[src/design/mwlfo_pkg.sv]
// mwlfo_pkg: shared types and constants for the multiwave LFO.
// No dependencies; imported by every module of the block.
package mwlfo_pkg;

    localparam int CFG_IDX_W  = 4;
    localparam int CFG_DATA_W = 32;
    localparam int WF_W       = 3;
    localparam int INC_W      = 20;
    localparam int FREQ_W     = 16;
    localparam int DEPTH_W    = 16;
    localparam int RAND_W     = 16;
    localparam int SAMPLE_W   = 18;
    localparam int LFSR_W     = 32;

    localparam int MUL_A_W = 21;
    localparam int MUL_B_W = 18;
    localparam int ACC_W   = 40;

    // Bit positions inside the accumulator
    localparam int INC_LSB    = 8;
    localparam int INC_MSB    = 35;
    localparam int INTERP_LSB = 15;
    localparam int SCALE_LSB  = 16;

    localparam logic [CFG_IDX_W-1:0] CFG_WAVEFORM  = 4'd0;
    localparam logic [CFG_IDX_W-1:0] CFG_BIPOLAR   = 4'd1;
    localparam logic [CFG_IDX_W-1:0] CFG_INC_PER_HZ = 4'd2;
    localparam logic [CFG_IDX_W-1:0] CFG_SEED      = 4'd3;

    localparam logic [WF_W-1:0] WF_NONE     = 3'd0;
    localparam logic [WF_W-1:0] WF_TRIANGLE = 3'd1;
    localparam logic [WF_W-1:0] WF_UP_SAW   = 3'd2;
    localparam logic [WF_W-1:0] WF_DOWN_SAW = 3'd3;
    localparam logic [WF_W-1:0] WF_SQUARE   = 3'd4;
    localparam logic [WF_W-1:0] WF_RANDOM   = 3'd5;
    localparam logic [WF_W-1:0] WF_HOLD     = 3'd6;

    localparam logic [INC_W-1:0]  INC_RESET  = 20'd89478;
    localparam logic [LFSR_W-1:0] SEED_RESET = 32'd1;
    localparam logic [LFSR_W-1:0] LFSR_TAPS  = 32'h8020_0003;

    typedef struct packed {
        logic en;
        logic accum;
    } mac_ctrl_t;

    typedef struct packed {
        logic [WF_W-1:0] waveform;
        logic            bipolar;
    } wave_cfg_t;

endpackage

[src/design/mwlfo_mac.sv]
// mwlfo_mac: shared signed multiply-accumulate unit with a registered result.
// Depends on mwlfo_pkg for operand widths and the control struct.
module mwlfo_mac (
    input  logic                                  clk,
    input  mwlfo_pkg::mac_ctrl_t                  ctrl,
    input  logic signed [mwlfo_pkg::MUL_A_W-1:0]  op_a,
    input  logic signed [mwlfo_pkg::MUL_B_W-1:0]  op_b,
    output logic signed [mwlfo_pkg::ACC_W-1:0]    acc
);
    import mwlfo_pkg::*;

    logic signed [MUL_A_W+MUL_B_W-1:0] product;
    logic signed [ACC_W-1:0]           acc_reg;
    logic signed [ACC_W-1:0]           acc_next;

    assign product = op_a * op_b;

    always_comb
    begin
        acc_next = acc_reg;
        if (ctrl.en)
        begin
            acc_next = (ctrl.accum ? acc_reg : '0) + ACC_W'(product);
        end
    end

    always_ff @(posedge clk)
    begin
        acc_reg <= acc_next;
    end

    assign acc = acc_reg;

endmodule

[src/design/mwlfo_wave.sv]
// mwlfo_wave: waveform shaper, maps phase and random values to a Q.16 level.
// Depends on mwlfo_pkg for waveform codes and widths.
module mwlfo_wave (
    input  mwlfo_pkg::wave_cfg_t                  cfg,
    input  logic [15:0]                           phase_top,
    input  logic signed [mwlfo_pkg::RAND_W-1:0]   rand_prev,
    input  logic signed [mwlfo_pkg::SAMPLE_W-1:0] interp,
    output logic signed [mwlfo_pkg::SAMPLE_W-1:0] level
);
    import mwlfo_pkg::*;

    localparam logic signed [19:0] ONE = 20'sd65536;

    logic signed [19:0] pw;
    logic signed [19:0] pw2;
    logic signed [19:0] pw4;
    logic signed [19:0] rw;
    logic signed [19:0] rw_half;
    logic signed [19:0] hold2;
    logic signed [19:0] hold_half;
    logic signed [19:0] inv;
    logic signed [19:0] val;

    always_comb
    begin
        pw        = $signed({4'b0, phase_top});
        pw2       = pw <<< 1;
        pw4       = pw <<< 2;
        inv       = ONE - pw;
        rw        = 20'(interp);
        rw_half   = (rw + ONE) >>> 1;
        hold2     = 20'(rand_prev) <<< 1;
        hold_half = (hold2 + ONE) >>> 1;
        case (cfg.waveform)
            WF_TRIANGLE:
            begin
                if (cfg.bipolar)
                    val = (!phase_top[15] ? pw4 : (inv <<< 2)) - ONE;
                else
                    val = !phase_top[15] ? pw2 : (inv <<< 1);
            end
            WF_UP_SAW:   val = cfg.bipolar ? pw2 - ONE : pw;
            WF_DOWN_SAW: val = cfg.bipolar ? ONE - pw2 : inv;
            WF_SQUARE:
            begin
                if (!phase_top[15])
                    val = ONE;
                else
                    val = cfg.bipolar ? -ONE : '0;
            end
            WF_RANDOM:   val = cfg.bipolar ? rw : rw_half;
            WF_HOLD:     val = cfg.bipolar ? hold2 : hold_half;
            default:     val = '0;
        endcase
    end

    assign level = SAMPLE_W'(val);

endmodule

[src/design/multiwave_lfo.sv]
// multiwave_lfo: top level, sequencer, phase accumulator, random source, config.
// Depends on mwlfo_pkg, mwlfo_mac and mwlfo_wave.
//
//   channel | direction | handshake            | payload
//   --------+-----------+----------------------+----------------------------------
//   in      | input     | in_valid / in_ready  | frequency, mod_depth, block_end
//   out     | output    | out_valid / out_ready| lfo_sample, block_last
//   cfg     | input     | cfg_valid / cfg_ready| cfg_index, cfg_data
//
// Each item steps through the increment product, the phase update, two interpolation
// products, the depth scale and the writeback; four of these use the shared multiplier.
// Reset: phase and random values clear, LFSR loads 1, registers take their defaults.
// in_ready and cfg_ready are high only in the idle state; a result waits in the output
// register while out_ready is low, and the writeback step holds until that register frees.
module multiwave_lfo #(
    parameter int PHASE_BITS = 32
) (
    input  logic                                   clk,
    input  logic                                   rst_n,
    input  logic                                   in_valid,
    output logic                                   in_ready,
    input  logic [mwlfo_pkg::FREQ_W-1:0]           frequency,
    input  logic [mwlfo_pkg::DEPTH_W-1:0]          mod_depth,
    input  logic                                   block_end,
    output logic                                   out_valid,
    input  logic                                   out_ready,
    output logic signed [mwlfo_pkg::SAMPLE_W-1:0]  lfo_sample,
    output logic                                   block_last,
    input  logic                                   cfg_valid,
    output logic                                   cfg_ready,
    input  logic [mwlfo_pkg::CFG_IDX_W-1:0]        cfg_index,
    input  logic [mwlfo_pkg::CFG_DATA_W-1:0]       cfg_data
);
    import mwlfo_pkg::*;

    localparam logic [2:0] S_IDLE  = 3'd0;
    localparam logic [2:0] S_INC   = 3'd1;
    localparam logic [2:0] S_PHASE = 3'd2;
    localparam logic [2:0] S_MUL1  = 3'd3;
    localparam logic [2:0] S_MUL2  = 3'd4;
    localparam logic [2:0] S_SCALE = 3'd5;
    localparam logic [2:0] S_OUT   = 3'd6;

    logic [2:0]                 state_reg, state_next;
    logic [WF_W-1:0]            waveform_reg, waveform_next;
    logic                       bipolar_reg, bipolar_next;
    logic [INC_W-1:0]           inc_reg, inc_next;
    logic [LFSR_W-1:0]          lfsr_reg, lfsr_next;
    logic [PHASE_BITS-1:0]      phase_reg, phase_next;
    logic signed [RAND_W-1:0]   rand_prev_reg, rand_prev_next;
    logic signed [RAND_W-1:0]   rand_next_reg, rand_next_next;
    logic [FREQ_W-1:0]          freq_reg;
    logic [DEPTH_W-1:0]         depth_reg;
    logic                       last_reg;
    logic                       out_valid_reg, out_valid_next;
    logic signed [SAMPLE_W-1:0] sample_reg;
    logic                       out_last_reg;

    logic                        in_xfer;
    logic                        cfg_xfer;
    logic [PHASE_BITS-1:0]       phase_inc;
    logic [PHASE_BITS:0]         phase_sum;
    logic [15:0]                 phase_top;
    logic [LFSR_W-1:0]           lfsr_shift;
    logic                        rand_wave;
    logic                        out_free;

    mac_ctrl_t                   mac_ctrl;
    logic signed [MUL_A_W-1:0]   mac_a;
    logic signed [MUL_B_W-1:0]   mac_b;
    logic signed [ACC_W-1:0]     mac_acc;
    wave_cfg_t                   wave_cfg;
    logic signed [SAMPLE_W-1:0]  level;

    assign in_ready  = (state_reg == S_IDLE);
    assign in_xfer   = in_valid && in_ready;
    assign cfg_ready = (state_reg == S_IDLE);
    assign cfg_xfer  = cfg_valid && cfg_ready;
    assign out_free  = !out_valid_reg || out_ready;

    assign phase_inc  = PHASE_BITS'(mac_acc[INC_MSB:INC_LSB]);
    assign phase_sum  = {1'b0, phase_reg} + {1'b0, phase_inc};
    assign phase_top  = phase_reg[PHASE_BITS-1 -: 16];
    assign lfsr_shift = {1'b0, lfsr_reg[LFSR_W-1:1]} ^ (lfsr_reg[0] ? LFSR_TAPS : '0);
    assign rand_wave  = (waveform_reg == WF_RANDOM) || (waveform_reg == WF_HOLD);

    assign wave_cfg.waveform = waveform_reg;
    assign wave_cfg.bipolar  = bipolar_reg;

    mwlfo_mac u_mac (
        .clk  (clk),
        .ctrl (mac_ctrl),
        .op_a (mac_a),
        .op_b (mac_b),
        .acc  (mac_acc)
    );

    mwlfo_wave u_wave (
        .cfg       (wave_cfg),
        .phase_top (phase_top),
        .rand_prev (rand_prev_reg),
        .interp    ($signed(mac_acc[INTERP_LSB+SAMPLE_W-1:INTERP_LSB])),
        .level     (level)
    );

    // Operand select for the shared multiplier
    always_comb
    begin
        mac_ctrl.en    = 1'b0;
        mac_ctrl.accum = 1'b0;
        mac_a          = '0;
        mac_b          = '0;
        unique case (state_reg)
            S_INC:
            begin
                mac_ctrl.en = 1'b1;
                mac_a       = $signed({1'b0, inc_reg});
                mac_b       = $signed({2'b0, freq_reg});
            end
            S_MUL1:
            begin
                mac_ctrl.en = 1'b1;
                mac_a       = MUL_A_W'(rand_next_reg);
                mac_b       = $signed({2'b0, phase_top});
            end
            S_MUL2:
            begin
                mac_ctrl.en    = 1'b1;
                mac_ctrl.accum = 1'b1;
                mac_a          = MUL_A_W'(rand_prev_reg);
                mac_b          = 18'sd65536 - $signed({2'b0, phase_top});
            end
            S_SCALE:
            begin
                mac_ctrl.en = 1'b1;
                mac_a       = MUL_A_W'(level);
                mac_b       = $signed({2'b0, depth_reg});
            end
            default:
            begin
                mac_ctrl.en = 1'b0;
            end
        endcase
    end

    always_comb
    begin
        state_next     = state_reg;
        waveform_next  = waveform_reg;
        bipolar_next   = bipolar_reg;
        inc_next       = inc_reg;
        lfsr_next      = lfsr_reg;
        phase_next     = phase_reg;
        rand_prev_next = rand_prev_reg;
        rand_next_next = rand_next_reg;
        out_valid_next = out_valid_reg && !out_ready;

        if (cfg_xfer)
        begin
            unique case (cfg_index)
                CFG_WAVEFORM:   waveform_next = cfg_data[WF_W-1:0];
                CFG_BIPOLAR:    bipolar_next  = cfg_data[0];
                CFG_INC_PER_HZ: inc_next      = cfg_data[INC_W-1:0];
                CFG_SEED:       lfsr_next     = (cfg_data == '0) ? SEED_RESET : cfg_data;
                default:        inc_next      = inc_reg;
            endcase
        end

        unique case (state_reg)
            S_IDLE:
            begin
                if (in_xfer)
                    state_next = S_INC;
            end
            S_INC:   state_next = S_PHASE;
            S_PHASE:
            begin
                phase_next = phase_sum[PHASE_BITS-1:0];
                if (phase_sum[PHASE_BITS] && rand_wave)
                begin
                    rand_prev_next = rand_next_reg;
                    rand_next_next = $signed(lfsr_shift[LFSR_W-1 -: RAND_W]);
                    lfsr_next      = lfsr_shift;
                end
                state_next = S_MUL1;
            end
            S_MUL1:  state_next = S_MUL2;
            S_MUL2:  state_next = S_SCALE;
            S_SCALE: state_next = S_OUT;
            S_OUT:
            begin
                if (out_free)
                begin
                    out_valid_next = 1'b1;
                    state_next     = S_IDLE;
                end
            end
            default: state_next = S_IDLE;
        endcase
    end

    always_ff @(posedge clk or negedge rst_n)
    begin
        if (!rst_n)
        begin
            state_reg     <= S_IDLE;
            waveform_reg  <= WF_NONE;
            bipolar_reg   <= 1'b1;
            inc_reg       <= INC_RESET;
            lfsr_reg      <= SEED_RESET;
            phase_reg     <= '0;
            rand_prev_reg <= '0;
            rand_next_reg <= '0;
            out_valid_reg <= 1'b0;
        end
        else
        begin
            state_reg     <= state_next;
            waveform_reg  <= waveform_next;
            bipolar_reg   <= bipolar_next;
            inc_reg       <= inc_next;
            lfsr_reg      <= lfsr_next;
            phase_reg     <= phase_next;
            rand_prev_reg <= rand_prev_next;
            rand_next_reg <= rand_next_next;
            out_valid_reg <= out_valid_next;
        end
    end

    // Payload registers: capture on input transfer and on writeback
    always_ff @(posedge clk)
    begin
        if (in_xfer)
        begin
            freq_reg  <= frequency;
            depth_reg <= mod_depth;
            last_reg  <= block_end;
        end
        if ((state_reg == S_OUT) && out_free)
        begin
            sample_reg   <= $signed(mac_acc[SCALE_LSB+SAMPLE_W-1:SCALE_LSB]);
            out_last_reg <= last_reg;
        end
    end

    assign out_valid  = out_valid_reg;
    assign lfo_sample = sample_reg;
    assign block_last = out_last_reg;

`ifndef SYNTH
    a_lfsr_nonzero: assert property (@(posedge clk) disable iff (!rst_n)
        lfsr_reg != '0)
        else $error("LFSR reached zero");

    a_accept_starts: assert property (@(posedge clk) disable iff (!rst_n)
        in_xfer |=> state_reg == S_INC)
        else $error("input transfer did not start the sequence");

    a_out_hold: assert property (@(posedge clk) disable iff (!rst_n)
        (state_reg == S_OUT) && !out_free |=> state_reg == S_OUT)
        else $error("writeback left while output register was full");

    a_phase_step: assert property (@(posedge clk) disable iff (!rst_n)
        !$stable(phase_reg) |-> $past(state_reg) == S_PHASE)
        else $error("phase changed outside the phase update step");

    a_rand_step: assert property (@(posedge clk) disable iff (!rst_n)
        !$stable(rand_next_reg) |-> $past(state_reg) == S_PHASE)
        else $error("random value changed outside the phase update step");
`endif

endmodule

[config.mk]
export PLATFORM = sky130hd
export DESIGN_NAME = multiwave_lfo
export DESIGN_NICKNAME = d
export VERILOG_FILES = /design/src/design/mwlfo_pkg.sv /design/src/design/mwlfo_mac.sv /design/src/design/mwlfo_wave.sv /design/src/design/multiwave_lfo.sv
export SDC_FILE = /design/constraint.sdc
export NUM_CORES = 1
export LEC_CHECK = 0
export BUFFER_PORTS_ARGS = -buffer_cell sky130_fd_sc_hd__buf_4
export CORE_MARGIN = 3
export CORE_UTILIZATION = 32
export CTS_CLUSTER_SIZE = 14
export DETAILED_ROUTE_END_ITERATION = 10
export GPL_ROUTABILITY_DRIVEN = 0
export GPL_TIMING_DRIVEN = 0
export HOLD_SLACK_MARGIN = 0.08
export SLEW_MARGIN = 40
export SYNTH_ARGS = -nofsm -noshare
export SYNTH_HDL_FRONTEND = slang
export SYNTH_SLANG_ARGS = --single-unit
[constraint.sdc]
create_clock -name clk -period 21.4 [get_ports clk]
set_input_delay 0 -clock clk [delete_from_list [all_inputs] [get_ports clk]]
set_output_delay 0 -clock clk [all_outputs]
set_load 0.02 [all_outputs]
==> After elaboration in Yosys (flattened, before gate mapping) <==
Index checks and enable logic that the tools add are counted.
{ "classes": {"n_reduce_logical": 18, "mul": 1, "bitwise": 1, "n_mux": 26, "n_addsub": 9, "n_eq_ne": 17} }
{ "op_table": {"columns": ["op", "count"], "rows": [
  ["$mux 32", 6],
  ["$mux 18", 9],
  ["$pmux 18 s6", 1],
  ["$pmux 21 s4", 1],
  ["$pmux 18 s4", 1],
  ["$add 40x40->40", 1],
  ["$mux 40", 1],
  ["$mul 21x18->39", 1],
  ["$sub 17x16->18 const A", 2],
  ["$add 32x28->33", 1],
  ["$logic_not 32->1", 1],
  ["$xor 31x32->32", 1],
  ["$pmux 3 s7", 1],
  ["$add 17x18->19 const B", 1],
  ["$add 18x18->19 const B", 1],
  ["$eq 3x3->1 const B", 6],
  ["$sub 17x17->18 const A", 1],
  ["$sub 17x17->18 const B", 1],
  ["$sub 18x18->18 const B", 1],
  ["$eq 3x2->1 const B", 4],
  ["$reduce_and 2->1", 5],
  ["$eq 4x2->1 const B", 2],
  ["$eq 3x1->1 const B", 2],
  ["$mux 3", 2],
  ["10 further kinds", 19]
]} }
{ "word_totals": {"word_cells": 87, "reg_bits": 216} }

==> Longest topological paths before layout <==
{ "depth": {"depth_word": 8, "mapped_depth": 44, "ltp_nobuf": 43} }

==> Hierarchy <==
Synthesis repeated with hierarchy kept, for this count alone.
{ "hier_totals": {"cells_unflattened": 2992, "hier_area_um2": 28142.0} }
{ "by_module_without_submodules": {"columns": ["module", "area_per_inst_um2", "seq_area_each_um2", "cells_each", "instances"], "rows": [
  ["mwlfo_mac", 17226.5, 1201.2, 1891, 1],
  ["multiwave_lfo", 9247.6, 4678.2, 860, 1],
  ["mwlfo_wave", 1667.8, 0.0, 241, 1]
]} }

==> Worst setup path after synthesis <==
Ideal clock, no wire load.
{ "synth_path": {"path_type": "flip-flop to flip-flop", "from": "register phase_reg[23]", "to": "register u_mac.acc_reg[32] (netlist: u_mac.acc[32]) (data pin)", "required_ns": 21.140, "path_stages_with_launch": 41, "n_path_buf": 2, "setup_slack_ns": 11.446, "arrival_ns": 9.694, "path_cell_list": "dfrtp_1 > buf_6 > nor4_4 > nand4_2 > or4_4 > nor3_1 > ha_1 > xnor3_1 > and3_1 > or3b_2 > a21o_1 > a21oi_1 > buf_2 > nor2_1 > fa_1 > inv_1 > fa_1 > fa_1 > (+5 left out) > inv_1 > ha_1 > a21o_1 > nor4_1 > nor2_1 > o21a_1 > nor2_1 > xnor2_1 > ha_1 > a21oi_1 > o21ai_0 > a21o_1 > a21o_1 > a2111oi_0 > o21ai_0 > a31o_2 > a211oi_1 > nor3_1"} }
{ "synth_between": {"elab_chain_len": 8} }
{ "synth_rtl": {"columns": ["item", "line_no", "source"], "rows": [
  ["from (decl)", "multiwave_lfo.sv:49", "logic [PHASE_BITS-1:0] phase_reg, phase_next;"],
  ["from (signal assigned)", "multiwave_lfo.sv:223", "phase_reg <= phase_next;"],
  ["$sub 17x16->18", "mwlfo_wave.sv:29, multiwave_lfo.sv:131", null],
  ["$mux 18", "mwlfo_wave.sv:38", "val = (!phase_top[15] ? pw4 : (inv <<< 2)) - ONE;"],
  ["$sub 18x18->18", "mwlfo_wave.sv:38", null],
  ["$mux 18", "mwlfo_wave.sv:37", "if (cfg.bipolar)"],
  ["$pmux 18 s6", "mwlfo_wave.sv:34", "case (cfg.waveform)"],
  ["$pmux 21 s4", "multiwave_lfo.sv:113", "unique case (state_reg)"],
  ["$mul 21x18->39 *", "mwlfo_mac.sv:16", "assign product = op_a * op_b;"],
  ["$add 40x40->40 *", "mwlfo_mac.sv:23", "acc_next = (ctrl.accum ? acc_reg : '0) + ACC_W'(product);"],
  ["to (signal assigned)", "mwlfo_mac.sv:29", "acc_reg <= acc_next;"],
  ["to (decl)", "mwlfo_mac.sv:13", "logic signed [ACC_W-1:0] acc_reg;"]
]} }
Mark *: on every way between the ends. The rest lies on a longest branch, timed or not.
A chain may end at the register's enable or synchronous reset.

==> Worst setup path in the final report <==
{ "layout_path": {"from": "register phase_reg[16]", "to": "register u_mac.acc_reg[32] (netlist: u_mac.acc[32]) (data pin)"} }
Same word-level chain as after synthesis.

==> metrics.md <==
| Metric | Value |
|---|---|
| Crit path depth | `42` |
| Post-synthesis sequential area ratio | `a little over a fifth` |
| Setup TNS | `0 ps` |
| Final worst-path cycle share | `approximately 57%` |
| Hold Slack | `about 170 ps` |
| Fin Clk Skew | `between 30 and 40 ps` |
| Placed cell area | `28800 um2` |
| Sink of the worst hold path | `depth_reg[11]` |
| Warnings, synthesis | `0` |
| Vias in the first global route | `~22000` |
| Post-synthesis cell type count | `between 70 and 80` |
| Max_cap viols | `0` |
| First-pass GRT wire length | `about 130 mm` |
| Drt via density | `between 5 and 6` |
| Startpoint types | `flop` |
| Cell Rows | `104` |
| Min Tclk post-route | `between 10000 and 15000 ps` |
| Critical path's most frequent cell | `fa_1` |
| Initial DRC count | `between 1500 and 2000` |
| Largest register FFs | `36` |
| Synthesized net count | `between 3000 and 4000` |
| Compound-Gate Fraction of Synth Area | `between 10% and 20%` |
| Die width | `between 200 and 300 um` |
| Area Growth Syn to Fin | `14.9%` |
| IR drop worst, VDD | `between 60 and 70 uV` |
| Crit path kind | `flop to flop` |
| Worst R2R Start | `phase_reg[16]` |
| Worst Path Max Fanout | `10` |
| Die Y | `~290 um` |
| Share of cells above drive strength 1 | `a little over a tenth` |
| Most common flop cell mapped by yosys | `dfrtp_1` |
| Largest delay share family, worst path | `adder cells` |
| Core area | `between 80000 and 90000 um2` |
| XOR/XNOR Fraction of Synth Area | `4.27%` |
| Pwr Density | `roughly 100 nW/um2` |
| Post_cts resized | `0` |
| # setup viols final | `0` |
| Seq cells post-synth | `between 200 and 250` |
| WL final | `80.9 mm` |
| Layout Cells excl Fill | `4187` |
| Slew @ Worst Pin | `a little over 900 ps` |
| RSZ-0062 raised after global routing | `false` |
| FF-to-FF End | `u_mac.acc[32]` |
| H-tree depth | `1` |
| CP Capture Type | `flop` |
| HPWL after DPL | `between 60 and 70 mm` |
| Fin area | `30300 um2` |
| Synth Area in Adders | `between 30% and 40%` |
| Worst r2r path cells | `42` |
| Peak per-stage delay on the critical path | `between 500 and 600 ps` |
| First-pass iteration count of the detailed router | `6` |
| GRT Util Overall | `a little under a fifth` |
| Post-synthesis simple-gate area fraction | `approximately 15%` |
| Worst path arrival time | `approximately 12000 ps` |
| Power consumption | `approximately 0.0032 W` |
| Largest net degree at the start of global routing | `between 60 and 70` |
| Setup Buffers After CTS | `0` |
| Asr flop ratio synth | `a little under 60%` |
| I/O Buffers | `95` |
| I/O pin count | `96` |
| DRT antenna net count | `0` |
| Worst-Skew Late Latency | `550 ps` |
| Overflow after GRT | `0` |
| Reg2reg setup slack | `9220 ps` |
| Status | `completed` |
| Initial Util | `around a third` |
| Fmax | `slightly above 80 MHz` |
| Endpoints failing hold | `0` |
| Slowest CP cell | `clkbuf_1` |
| Num CTS Buffers | `24` |
| Cell count after placement | `between 4000 and 5000` |
| Clk buf depth | `3` |
| Max-slew headroom | `just under 40%` |
| Slew Limit Fails | `0` |
| Via count | `around 22000` |
| Worst hold path depth | `2` |
| Worst-path clk slew | `60 ps` |
| Post-synth EDFFs | `roughly 90` |
| WL/cell | `19.3 um` |
| DRC | `0` |
| Req. time, crit path | `between 20000 and 25000 ps` |
| Post-synthesis mux area share | `roughly 5.7%` |
| CTS tree | `yes` |
| Average size of a mapped cell | `9.14 um2` |
| Initial antenna violation count | `1` |
| Launch point of the worst hold path | `mod_depth[11]` |
| Largest family of logic cells by synthesized area | `adder cells` |
| Post-layout net count | `about 3700` |
| WP buf/inv | `8` |
| Cell count after synthesis | `about 2900` |
| CTS Sinks | `between 200 and 250` |
| Die area | `85900 um2` |
| Root Buffer | `clkbuf_16` |
| LEAKAGE | `around 14 nW` |
| Worst Hold Class | `input pin to flop` |
| Mapped Area | `26400 um2` |
==> per-stage QoR <==
step / worst slack [ps] / util [%]
finish: 9220 / 37.4
global route: 8560 / 37.4
CTS: 9570 / 37.3
detailed placement: 9620 / 35.5
global placement: 9260 / 35.0
floorplan: 11450 / -
==> metal layers <==
metal,global-route usage (%),share of wire [%],vias to the layer above
li1,-,-,9830
met1,26.1,43,10800
met2,30.0,45,847
met3,2.71,7.4,192
met4,7.08,4.5,0
met5,0,0,-
==> cells in the mapped netlist, drive strengths merged (18+ instances only) <==
cell type,instances,area [um2]
a21o,45,338
a21oi,85,433
and2,48,300
and3,19,119
buf,28,146
clkbuf,93,349
dfrtp,113,2830
edfxtp,88,2640
fa,338,6770
ha,156,1950
inv,491,1840
mux2,103,1160
mux2i,34,340
nand2,331,1240
nand2b,52,325
nand3,19,95.1
nor2,273,1020
nor2b,21,131
nor3,31,166
nor4,18,128
o21ai,110,551
xnor2,82,718
xor2,44,385
==> power breakdown <==
group | leakage (nW) | internal, W | switching (W)
sequential | 2.45 | 0.000604 | 0.000131
clock | 0.357 | 0.000224 | 0.000174
combinational | 11.6 | 0.000706 | 0.00134
total | 14.4 | 0.00153 | 0.00164
==> cell families after synthesis <==
kind of cell,Yosys count
adders and majority gates,494
xor gates and xnor gates,127
muxes,137
buffers and inverters,612
AOI/OAI and AO/OA,438
DFF,212
and+or+nand+nor,864
==> worst max path at each step <==
stage / slack (ps) / from / endpoint
2_1_floorplan: 11450 / phase_reg[23] / u_mac.acc[32]
3_3_place_gp: 9260 / phase_reg[16] / u_mac.acc[32]
3_5_place_dp: 9620 / state_reg[1] / u_mac.acc[32]
4_1_cts: 9570 / state_reg[1] / u_mac.acc[32]
5_1_grt: 8560 / phase_reg[16] / u_mac.acc[32]
6_report: 9220 / phase_reg[16] / u_mac.acc[32]
==> cells in the final DEF (no fill, tap or decap), drive strengths merged, types with 18 or more instances in the layout <==
cell,instances
buf,152
nor4,18
inv,491
and3,19
xnor2,82
dfrtp,113
dlygate4sd3,73
mux2i,34
nand2,331
o21ai,110
fa,338
nor2,273
a21o,45
ha,156
nor2b,21
edfxtp,88
xor2,44
and2,48
nand2b,52
clkbuf,125
mux2,103
nor3,31
a21oi,85
nand3,19
==> what timing repair did <==
| action | CTS | global route |
|---|---|---|
| hold buffers | 74 | 0 |
| endpoints found under the hold margin | 224 | 0 |
| endpoints found under the setup margin | 0 | 0 |
==> cell type report <==
type	instances	area, um2
Sequential cell	212	5760
Inverter	491	1840
Buffer	121	498
Antenna cell	1	2.50
Timing Repair Buffer	198	1720
Multi-Input combinational cell	2060	18400
Tap cell	1060	1330
Fill cell	8236	50800
Clock inverter	12	109
Clock buffer	32	641
No activity file was read; power rests on OpenSTA's default activity.
